===== src/rtl/core/otmr_pkg.sv =====
package otmr_pkg;

   localparam int KIND_W    = 3;
   localparam int ID_W      = 4;
   localparam int PERIOD_W  = 16;
   localparam int TSTATE_W  = 2;
   localparam int MASK_W    = 16;

   localparam int DEF_NUM_TIMERS = 16;
   localparam int DEF_COUNT_BITS = 16;

   localparam logic [KIND_W-1:0] KIND_TICK    = 3'd0;
   localparam logic [KIND_W-1:0] KIND_CREATE  = 3'd1;
   localparam logic [KIND_W-1:0] KIND_CONTROL = 3'd2;
   localparam logic [KIND_W-1:0] KIND_DELETE  = 3'd3;
   localparam logic [KIND_W-1:0] KIND_RESET   = 3'd4;
   localparam logic [KIND_W-1:0] KIND_QUERY   = 3'd5;

   localparam logic STATUS_OK   = 1'b0;
   localparam logic STATUS_FAIL = 1'b1;

   localparam logic [TSTATE_W-1:0] TSTATE_STOPPED = 2'd0;
   localparam logic [TSTATE_W-1:0] TSTATE_RUNNING = 2'd1;
   localparam logic [TSTATE_W-1:0] TSTATE_INVALID = 2'd2;

   typedef struct packed {
      logic load;
      logic exec;
      logic walk;
      logic publish;
   } otmr_cmd_type;

   typedef struct packed {
      logic req_is_tick;
      logic walk_done;
   } otmr_stat_type;

endpackage


===== src/rtl/core/otmr_req_if.sv =====
interface otmr_req_if;
   logic                          valid;
   logic                          ready;
   logic [otmr_pkg::KIND_W-1:0]   kind;
   logic [otmr_pkg::ID_W-1:0]     timer_id;
   logic [otmr_pkg::PERIOD_W-1:0] period;
   logic                          new_state;
   logic                          has_handler;

   modport source (output valid, kind, timer_id, period, new_state, has_handler,
                   input ready);
   modport sink   (input valid, kind, timer_id, period, new_state, has_handler,
                   output ready);
endinterface


===== src/rtl/core/otmr_rsp_if.sv =====
interface otmr_rsp_if;
   logic                          valid;
   logic                          ready;
   logic                          status;
   logic [otmr_pkg::TSTATE_W-1:0] timer_state;
   logic [otmr_pkg::MASK_W-1:0]   expired_mask;

   modport source (output valid, status, timer_state, expired_mask, input ready);
   modport sink   (input valid, status, timer_state, expired_mask, output ready);
endinterface


===== src/rtl/core/otmr_ctrl.sv =====
module otmr_ctrl (
   input  logic                    clock,
   input  logic                    reset,
   input  logic                    req_valid,
   output logic                    req_ready,
   output logic                    rsp_valid,
   input  logic                    rsp_ready,
   input  otmr_pkg::otmr_stat_type stat,
   output otmr_pkg::otmr_cmd_type  cmd
);

   typedef enum logic [1:0] {
      ST_IDLE,
      ST_CMD,
      ST_TICK,
      ST_DONE
   } state_type;

   state_type state_ff, state_in;
   logic      req_ready_ff, req_ready_in;
   logic      rsp_valid_ff, rsp_valid_in;
   logic      accept;

   assign accept    = req_valid && req_ready_ff;
   assign req_ready = req_ready_ff;
   assign rsp_valid = rsp_valid_ff;

   always_comb begin
      state_in     = state_ff;
      req_ready_in = req_ready_ff;
      rsp_valid_in = rsp_valid_ff && !rsp_ready;
      cmd          = '0;
      case (state_ff)
         ST_IDLE: begin
            if (accept) begin
               cmd.load     = 1'b1;
               req_ready_in = 1'b0;
               state_in     = stat.req_is_tick ? ST_TICK : ST_CMD;
            end else begin
               req_ready_in = 1'b1;
            end
         end
         ST_CMD: begin
            cmd.exec = 1'b1;
            state_in = ST_DONE;
         end
         ST_TICK: begin
            cmd.walk = 1'b1;
            if (stat.walk_done) begin
               state_in = ST_DONE;
            end
         end
         ST_DONE: begin
            if (!rsp_valid_ff || rsp_ready) begin
               cmd.publish  = 1'b1;
               rsp_valid_in = 1'b1;
               req_ready_in = 1'b1;
               state_in     = ST_IDLE;
            end
         end
         default: begin
            state_in = ST_IDLE;
         end
      endcase
   end

   always_ff @(posedge clock) begin
      if (reset) begin
         state_ff     <= ST_IDLE;
         req_ready_ff <= 1'b0;
         rsp_valid_ff <= 1'b0;
      end else begin
         state_ff     <= state_in;
         req_ready_ff <= req_ready_in;
         rsp_valid_ff <= rsp_valid_in;
      end
   end

endmodule


===== src/rtl/core/otmr_dp.sv =====
module otmr_dp #(
   parameter int NUM_TIMERS = otmr_pkg::DEF_NUM_TIMERS,
   parameter int COUNT_BITS = otmr_pkg::DEF_COUNT_BITS
) (
   input  logic                          clock,
   input  logic                          reset,
   input  otmr_pkg::otmr_cmd_type        cmd,
   output otmr_pkg::otmr_stat_type       stat,
   input  logic [otmr_pkg::KIND_W-1:0]   req_kind,
   input  logic [otmr_pkg::ID_W-1:0]     req_timer_id,
   input  logic [otmr_pkg::PERIOD_W-1:0] req_period,
   input  logic                          req_new_state,
   input  logic                          req_has_handler,
   output logic                          rsp_status,
   output logic [otmr_pkg::TSTATE_W-1:0] rsp_timer_state,
   output logic [otmr_pkg::MASK_W-1:0]   rsp_expired_mask
);

   localparam int IDX_BITS = (NUM_TIMERS > 1) ? $clog2(NUM_TIMERS) : 1;
   localparam int WALK_BITS = IDX_BITS + 1;
   localparam int CMP_W = (COUNT_BITS > otmr_pkg::PERIOD_W) ? COUNT_BITS
                                                            : otmr_pkg::PERIOD_W;
   localparam logic [IDX_BITS-1:0]  LAST_IDX = IDX_BITS'(NUM_TIMERS - 1);
   localparam logic [WALK_BITS-1:0] WALK_END = WALK_BITS'(NUM_TIMERS);

   // latched transaction
   logic [otmr_pkg::KIND_W-1:0]   kind_ff;
   logic [IDX_BITS-1:0]           idx_ff;
   logic                          inside_ff;
   logic [otmr_pkg::PERIOD_W-1:0] period_ff;
   logic                          ns_ff;
   logic                          hh_ff;

   logic [NUM_TIMERS-1:0] present_ff;
   logic [NUM_TIMERS-1:0] running_ff;

   logic [COUNT_BITS-1:0]         count_mem  [NUM_TIMERS];
   logic [otmr_pkg::PERIOD_W-1:0] period_mem [NUM_TIMERS];

   logic [COUNT_BITS-1:0]         rd_count_ff;
   logic [otmr_pkg::PERIOD_W-1:0] rd_period_ff;
   logic [WALK_BITS-1:0]          walk_idx_ff;
   logic [IDX_BITS-1:0]           proc_idx_ff;
   logic                          pipe_vld_ff;

   logic                          res_status_ff;
   logic [otmr_pkg::TSTATE_W-1:0] res_tstate_ff;
   logic [otmr_pkg::MASK_W-1:0]   res_mask_ff;

   logic                          out_status_ff;
   logic [otmr_pkg::TSTATE_W-1:0] out_tstate_ff;
   logic [otmr_pkg::MASK_W-1:0]   out_mask_ff;

   logic                  here;
   logic                  rd_en;
   logic                  active;
   logic                  expire;
   logic [COUNT_BITS-1:0] cnt_inc;
   logic                  cnt_we;
   logic                  per_we;
   logic [IDX_BITS-1:0]   wr_addr;
   logic [COUNT_BITS-1:0] cnt_wd;
   logic                  is_create;
   logic                  is_clear;

   assign stat.req_is_tick = (req_kind == otmr_pkg::KIND_TICK);
   assign stat.walk_done   = pipe_vld_ff && (proc_idx_ff == LAST_IDX);

   assign here    = inside_ff && present_ff[idx_ff];
   assign rd_en   = cmd.walk && (walk_idx_ff < WALK_END);
   assign active  = present_ff[proc_idx_ff] && running_ff[proc_idx_ff];
   assign cnt_inc = (&rd_count_ff) ? rd_count_ff : rd_count_ff + COUNT_BITS'(1);
   assign expire  = cmd.walk && pipe_vld_ff && active &&
                    (CMP_W'(cnt_inc) >= CMP_W'(rd_period_ff));

   assign is_create = (kind_ff == otmr_pkg::KIND_CREATE) && inside_ff;
   assign is_clear  = ((kind_ff == otmr_pkg::KIND_DELETE) ||
                       (kind_ff == otmr_pkg::KIND_RESET)) && here;
   assign per_we    = cmd.exec && is_create;
   assign cnt_we    = (cmd.exec && (is_create || is_clear)) ||
                      (cmd.walk && pipe_vld_ff && active);
   assign wr_addr   = cmd.walk ? proc_idx_ff : idx_ff;
   assign cnt_wd    = cmd.walk ? cnt_inc : '0;

   always_ff @(posedge clock) begin
      if (cnt_we) begin
         count_mem[wr_addr] <= cnt_wd;
      end
      if (per_we) begin
         period_mem[wr_addr] <= period_ff;
      end
      if (rd_en) begin
         rd_count_ff  <= count_mem[walk_idx_ff[IDX_BITS-1:0]];
         rd_period_ff <= period_mem[walk_idx_ff[IDX_BITS-1:0]];
      end
   end

   always_ff @(posedge clock) begin
      if (cmd.load) begin
         kind_ff   <= req_kind;
         idx_ff    <= IDX_BITS'(req_timer_id);
         inside_ff <= (32'(req_timer_id) < NUM_TIMERS);
         period_ff <= req_period;
         ns_ff     <= req_new_state;
         hh_ff     <= req_has_handler;
      end
      if (rd_en) begin
         proc_idx_ff <= walk_idx_ff[IDX_BITS-1:0];
      end
      if (cmd.publish) begin
         out_status_ff <= res_status_ff;
         out_tstate_ff <= res_tstate_ff;
         out_mask_ff   <= res_mask_ff;
      end
   end

   always_ff @(posedge clock) begin
      if (reset) begin
         present_ff    <= '0;
         running_ff    <= '0;
         walk_idx_ff   <= '0;
         pipe_vld_ff   <= 1'b0;
         res_status_ff <= otmr_pkg::STATUS_OK;
         res_tstate_ff <= otmr_pkg::TSTATE_STOPPED;
         res_mask_ff   <= '0;
      end else begin
         if (cmd.load) begin
            walk_idx_ff   <= '0;
            pipe_vld_ff   <= 1'b0;
            res_status_ff <= otmr_pkg::STATUS_OK;
            res_tstate_ff <= otmr_pkg::TSTATE_STOPPED;
            res_mask_ff   <= '0;
         end
         if (cmd.walk) begin
            pipe_vld_ff <= rd_en;
            if (rd_en) begin
               walk_idx_ff <= walk_idx_ff + WALK_BITS'(1);
            end
            if (expire) begin
               running_ff[proc_idx_ff] <= 1'b0;
               res_mask_ff <= res_mask_ff | (otmr_pkg::MASK_W'(1) << proc_idx_ff);
            end
         end
         if (cmd.exec) begin
            case (kind_ff)
               otmr_pkg::KIND_CREATE: begin
                  if (inside_ff) begin
                     running_ff[idx_ff] <= ns_ff;
                     present_ff[idx_ff] <= hh_ff;
                  end
               end
               otmr_pkg::KIND_CONTROL: begin
                  if (here) begin
                     running_ff[idx_ff] <= ns_ff;
                  end else begin
                     res_status_ff <= otmr_pkg::STATUS_FAIL;
                  end
               end
               otmr_pkg::KIND_DELETE: begin
                  if (here) begin
                     running_ff[idx_ff] <= 1'b0;
                     present_ff[idx_ff] <= 1'b0;
                  end else begin
                     res_status_ff <= otmr_pkg::STATUS_FAIL;
                  end
               end
               otmr_pkg::KIND_RESET: begin
                  if (here) begin
                     running_ff[idx_ff] <= ns_ff;
                  end else begin
                     res_status_ff <= otmr_pkg::STATUS_FAIL;
                  end
               end
               otmr_pkg::KIND_QUERY: begin
                  if (here) begin
                     res_tstate_ff <= running_ff[idx_ff] ? otmr_pkg::TSTATE_RUNNING
                                                         : otmr_pkg::TSTATE_STOPPED;
                  end else begin
                     res_status_ff <= otmr_pkg::STATUS_FAIL;
                     res_tstate_ff <= otmr_pkg::TSTATE_INVALID;
                  end
               end
               default: begin
                  res_status_ff <= otmr_pkg::STATUS_FAIL;
               end
            endcase
         end
      end
   end

   assign rsp_status       = out_status_ff;
   assign rsp_timer_state  = out_tstate_ff;
   assign rsp_expired_mask = out_mask_ff;

endmodule


===== src/rtl/core/one_shot_timer_table.sv =====
// channel   dir  handshake      payload
// req_ch    in   valid/ready    kind, timer_id, period, new_state, has_handler
// rsp_ch    out  valid/ready    status, timer_state, expired_mask
//
// Commands go from accept through the CMD and DONE states to rsp valid; a tick
// walks the count/period memory in the TICK state, one timer per cycle, before DONE.
// One transaction in flight; the next is accepted while a response waits.
// Synchronous reset clears flags; count/period memory is written by create
// before any read that matters, so it needs no clearing pass.
module one_shot_timer_table #(
   parameter int NUM_TIMERS = otmr_pkg::DEF_NUM_TIMERS,
   parameter int COUNT_BITS = otmr_pkg::DEF_COUNT_BITS
) (
   input logic         clock,
   input logic         reset,
   otmr_req_if.sink    req_ch,
   otmr_rsp_if.source  rsp_ch
);

   otmr_pkg::otmr_cmd_type  cmd;
   otmr_pkg::otmr_stat_type stat;

   otmr_ctrl u_ctrl (
      .clock     (clock),
      .reset     (reset),
      .req_valid (req_ch.valid),
      .req_ready (req_ch.ready),
      .rsp_valid (rsp_ch.valid),
      .rsp_ready (rsp_ch.ready),
      .stat      (stat),
      .cmd       (cmd)
   );

   otmr_dp #(
      .NUM_TIMERS (NUM_TIMERS),
      .COUNT_BITS (COUNT_BITS)
   ) u_dp (
      .clock            (clock),
      .reset            (reset),
      .cmd              (cmd),
      .stat             (stat),
      .req_kind         (req_ch.kind),
      .req_timer_id     (req_ch.timer_id),
      .req_period       (req_ch.period),
      .req_new_state    (req_ch.new_state),
      .req_has_handler  (req_ch.has_handler),
      .rsp_status       (rsp_ch.status),
      .rsp_timer_state  (rsp_ch.timer_state),
      .rsp_expired_mask (rsp_ch.expired_mask)
   );

endmodule


===== src/flat_wrapper.sv =====
// flat-port wrapper written by rule: the top's interface ports become plain ports
module one_shot_timer_table_flat 
#(
   parameter int NUM_TIMERS = otmr_pkg::DEF_NUM_TIMERS,
   parameter int COUNT_BITS = otmr_pkg::DEF_COUNT_BITS
)
  (clock, reset, req_ch_valid, req_ch_kind, req_ch_timer_id, req_ch_period, req_ch_new_state, req_ch_has_handler, req_ch_ready, rsp_ch_valid, rsp_ch_status, rsp_ch_timer_state, rsp_ch_expired_mask, rsp_ch_ready);
  otmr_req_if req_ch_i ();
  otmr_rsp_if rsp_ch_i ();
  input logic clock;
  input logic reset;
  input wire logic [$bits(req_ch_i.valid)-1:0] req_ch_valid;
  input wire logic [$bits(req_ch_i.kind)-1:0] req_ch_kind;
  input wire logic [$bits(req_ch_i.timer_id)-1:0] req_ch_timer_id;
  input wire logic [$bits(req_ch_i.period)-1:0] req_ch_period;
  input wire logic [$bits(req_ch_i.new_state)-1:0] req_ch_new_state;
  input wire logic [$bits(req_ch_i.has_handler)-1:0] req_ch_has_handler;
  output wire logic [$bits(req_ch_i.ready)-1:0] req_ch_ready;
  output wire logic [$bits(rsp_ch_i.valid)-1:0] rsp_ch_valid;
  output wire logic [$bits(rsp_ch_i.status)-1:0] rsp_ch_status;
  output wire logic [$bits(rsp_ch_i.timer_state)-1:0] rsp_ch_timer_state;
  output wire logic [$bits(rsp_ch_i.expired_mask)-1:0] rsp_ch_expired_mask;
  input wire logic [$bits(rsp_ch_i.ready)-1:0] rsp_ch_ready;
  assign req_ch_i.valid = req_ch_valid;
  assign req_ch_i.kind = req_ch_kind;
  assign req_ch_i.timer_id = req_ch_timer_id;
  assign req_ch_i.period = req_ch_period;
  assign req_ch_i.new_state = req_ch_new_state;
  assign req_ch_i.has_handler = req_ch_has_handler;
  assign req_ch_ready = req_ch_i.ready;
  assign rsp_ch_valid = rsp_ch_i.valid;
  assign rsp_ch_status = rsp_ch_i.status;
  assign rsp_ch_timer_state = rsp_ch_i.timer_state;
  assign rsp_ch_expired_mask = rsp_ch_i.expired_mask;
  assign rsp_ch_i.ready = rsp_ch_ready;
  one_shot_timer_table #(.NUM_TIMERS(NUM_TIMERS), .COUNT_BITS(COUNT_BITS)) u_core (.clock(clock), .reset(reset), .req_ch(req_ch_i), .rsp_ch(rsp_ch_i));
endmodule

===== config.mk =====
export PLATFORM = sky130hd
export DESIGN_NAME = one_shot_timer_table_flat
export DESIGN_NICKNAME = d
export VERILOG_FILES = /design/src/rtl/core/otmr_pkg.sv /design/src/rtl/core/otmr_req_if.sv /design/src/rtl/core/otmr_rsp_if.sv /design/src/rtl/core/otmr_ctrl.sv /design/src/rtl/core/otmr_dp.sv /design/src/rtl/core/one_shot_timer_table.sv /design/src/flat_wrapper.sv
export SDC_FILE = /design/constraint.sdc
export NUM_CORES = 1
export LEC_CHECK = 0
export ABC_CLOCK_PERIOD_IN_PS = 4400
export BUFFER_PORTS_ARGS = -buffer_cell sky130_fd_sc_hd__buf_2
export CAP_MARGIN = 30
export CORE_ASPECT_RATIO = 1.5
export CORE_MARGIN = 1
export CORE_UTILIZATION = 35
export DETAILED_ROUTE_END_ITERATION = 8
export PLACE_DENSITY = 0.49
export SLEW_MARGIN = 25
export SYNTH_ARGS = -nofsm -noshare
export SYNTH_HDL_FRONTEND = slang
export SYNTH_SLANG_ARGS = --single-unit

===== constraint.sdc =====
create_clock -name clock -period 4.4 [get_ports clock]
set_clock_uncertainty 0.2 [all_clocks]
set_input_delay 0.66 -clock clock [delete_from_list [all_inputs] [get_ports clock]]
set_output_delay 0.66 -clock clock [all_outputs]
set_load 0.02 [all_outputs]

==> qor.yml <==
routing:
  viasPerCell: 5.23
  top_layer_used: "met4"
  antenna_left: 0
  drc: 0
  route.vias.total: 13276
  met1Wirelength_um: 27000
  drtIter0Drc: 838
  routed_wl_um: 64900
  wl_per_cell_um: 25.6
  met3_length_um: 1840
  drtPass1Iterations: 5
  dr_wl_met2_um: 34400
power:
  p_seq_share_pct: 51.1
  power.leakage_nw: 9.43
  internal-power_mw: 10.9
  switching_share_pct: 25.8
  power_density_nw_per_um2: 488
  ir_drop_uv: 336
  clkPwrFrac_pct: 34.5
  combPwrFrac_pct: 14.5
  p_sw_mw: 3.80
clocking:
  clock_latency_ps: 640
  root_buffer: "clkbuf_16"
  ctsHtreeMaxLevel: 2
  cts_tree: "done"
  cts_buffers: 60
  cts_max_path_buffers: 3
  clkTransAtPathRegs_ps: 60
  clock-sinks: 653
  ctsResizeCount: 0
final_layout:
  area_growth_pct: 15.1
  stdcell_area_sq_um: 30200
  fin_nets: 1549
  regArea_sq_um: 19000
  drive_gt1_share_pct: 27.3
  fillCellCount: 6630
  diodes: 0
  multiInputGateArea_sq_um: 6930
status:
  status: "completed"
placement:
  dp_hpwl_um: 38500
  dp_slack_ps: 377
  placed_area_sq_um: 28000
  port_buffers: 49
  gp_congestion: 0.828
global_routing:
  grt_max_degree: 52
  first_global_vias: 14006
  overflow: 0
  grt_pass1_wl_um: 95400
  grt_use_total_pct: 17.5
  antenna_found_initial: 0
critical_path:
  path_max_fanout: 32
  cp.arrival_ps: 4310
  endpoint_kind: "flip-flop"
  start_kind: "flip-flop"
  critPathKind: "flip-flop to flip-flop"
  required_ps: 4720
synth:
  synth_flop_cell: "edfxtp_1"
  synth_fp_nets: 1426
  syn_inst: 1375
  yosys_warnings: 0
  synth_edf_count: 592
  avgSynthCellArea_sq_um: 19.1
  yosys.cell_types.count: 65
  yosysSeqAreaShare_pct: 72.5
  synth_area_sq_um: 26200
  synth-async-reset-ratio_pct: 0
  ys_ff_latch: 653
floorplan:
  die_w_um: 225
  die_y_um: 337
  initial_utilization_pct: 35.5
  ios: 50
  fp.dieArea_sq_um: 76000
  core_area_sq_um: 73900
  rows: 122
timing:
  setup_tns_ps: 0
  tightest_slew_ps: 942
  final.setup.worst_slack_ps: 414
  hold_violations: 0
  slew_headroom_pct: 37.2
  post-route-min-period_ps: 3990
  grt_setup_unrepaired: "false"
  slew_violations: 0
  fmax_mhz: 251
  setup_viol: 0
  period_share_pct: 90.6
run:
  drv_cap: 0
hold_path:
  hold_class: "input pin to flip-flop"
## cells by family (layout without fill, tap and decap cells)
family	Yosys count	in the layout	synth area share, %
AO/OA/AOI/OAI	154	154	4.26
XOR/XNOR	11	11	0.367
adder cells (fa/ha/maj)	22	22	1.05
buffers and inverters	99	270	1.59
flip-flops	653	653	72.5
multiplexers	184	184	15.2
AND/OR/NAND/NOR	252	252	5.04
## per-stage QoR
stage	std cells	hold WS (ps)	util [%]	power, mW
3_5_place_dp	2400	244	37.9	9.82
2_1_floorplan	1375	206	-	9.00
5_1_grt	2538	19.0	40.9	15.3
3_3_place_gp	2400	234	37.9	9.77
6_report	2538	48.7	40.9	14.7
4_1_cts	2534	0.776	40.8	14.9
## area by class of cell
cell class	instances	area share, %
Sequential cell	653	63.0
Inverter	25	0.311
Multi-Input combinational cell	623	23.0
Clock buffer	86	5.43
Clock inverter	24	0.763
Tap cell	992	4.11
Timing Repair Buffer	135	3.42
## worst paths after layout
path	startpoint	end	slack (ps)	cells past startpoint
min reg2reg	u_core.u_dp.res_mask_ff[6]$_SDFF_PP0_	u_core.u_dp.rsp_expired_mask[6]$_DFFE_PP_	260	0
min	req_ch_has_handler	u_core.u_dp.hh_ff$_DFFE_PP_	50	1
max reg2reg	u_core.u_dp.rd_count_ff[0]$_DFFE_PP_	u_core.u_dp.running_ff[6]$_SDFF_PP0_	410	14
max	u_core.u_dp.rd_count_ff[0]$_DFFE_PP_	u_core.u_dp.running_ff[6]$_SDFF_PP0_	410	14
## registers in the layout (all words and copies together), names as in the netlist
name,count
u_core.u_dp.kind_ff,3
u_core.u_dp.count_mem,256
u_core.u_dp.res_mask_ff,16
u_core.u_dp.period_ff,16
u_core.u_dp.proc_idx_ff,4
u_core.u_ctrl.req_ready,1
u_core.u_dp.walk_idx_ff,5
u_core.u_dp.rsp_status,1
u_core.u_dp.res_tstate_ff,2
u_core.u_dp.idx_ff,4
u_core.u_dp.present_ff,16
u_core.u_dp.rsp_expired_mask,16
u_core.u_dp.ns_ff,1
u_core.u_dp.pipe_vld_ff,1
u_core.u_dp.running_ff,16
u_core.u_ctrl.state_ff,2
u_core.u_dp.hh_ff,1
u_core.u_dp.period_mem,256
u_core.u_dp.rd_period_ff,16
u_core.u_dp.res_status_ff,1
u_core.u_dp.rsp_timer_state,2
u_core.u_dp.rd_count_ff,16
u_core.u_ctrl.rsp_valid,1
## critical path: stages, from the launching register on
cell and delay [ps]:
edfxtp_1 440, ha_1 340, nand3_1 140, nor2_1 60, a21oi_1 360, nand2_1 120
xnor2_1 180, ha_1 300, o21a_1 110, nor2_1 30, o311ai_0 510, a211o_1 210
buf_4 340, nand4_1 190, a32o_1 290
## cell usage after synthesis (12+ instances only)
cell type  count  area, sq um
edfxtp_1     592        17800
mux4_2       171         3850
nor2_1        64          240
dfxtp_1       61         1220
clkbuf_1      42          158
a21oi_1       41          205
nand2_1       29          109
nand2b_1      27          169
o21ai_0       27          135
inv_1         25         93.8
nor3_1        23          115
ha_1          22          275
nand3_1       22          110
nor2b_1       22          138
buf_2         18         90.1
a22o_1        16          140
nand4_1       16          100
and2_1        15         93.8
and3_1        13         81.3
a32o_1        12          120
## cell usage in the layout (no fill, tap or decap), drive strengths merged, types with 11 or more instances in the layout
| cell type | synthesis | routed |
|---|---|---|
| xnor2 | 11 | 11 |
| nor2b | 22 | 22 |
| nand2 | 29 | 29 |
| clkbuf | 43 | 87 |
| a21oi | 41 | 41 |
| a41oi | 11 | 11 |
| buf | 31 | 110 |
| ha | 22 | 22 |
| edfxtp | 592 | 592 |
| nand4 | 16 | 16 |
| mux4 | 171 | 171 |
| and2 | 15 | 15 |
| o21ai | 27 | 27 |
| nor3 | 24 | 24 |
| nand2b | 27 | 27 |
| inv | 25 | 27 |
| and3 | 13 | 13 |
| a32o | 12 | 12 |
| nor2 | 65 | 65 |
| dfxtp | 61 | 61 |
| dlygate4sd3 | 0 | 24 |
| a22o | 16 | 16 |
| nand3 | 22 | 22 |
| clkinv | 0 | 16 |
## per-layer routing
layer / vias up / global-route usage [%]
li1: 5907 / -
met1: 7021 / 21.6
met2: 260 / 31.6
met3: 88 / 2.29
met4: 0 / 5.30
met5: - / 0
## power by group through the flow
stage          registers, mW  logic, mW  clock network, mW
3_3_place_gp            7.65       2.12                  0
5_1_grt                 7.56       2.32               5.44
6_report                7.52       2.13               5.07
2_1_floorplan           7.49       1.51                  0
3_5_place_dp            7.67       2.15                  0
4_1_cts                 7.53       2.17               5.22
## what timing repair did
action | in CTS | in global routing
buffers inserted | 0 | 0
hold endpoints to repair | 24 | 0
hold buffers | 24 | 0
setup endpoints to repair | 0 | 0
(Power assumes the default switching activity.)
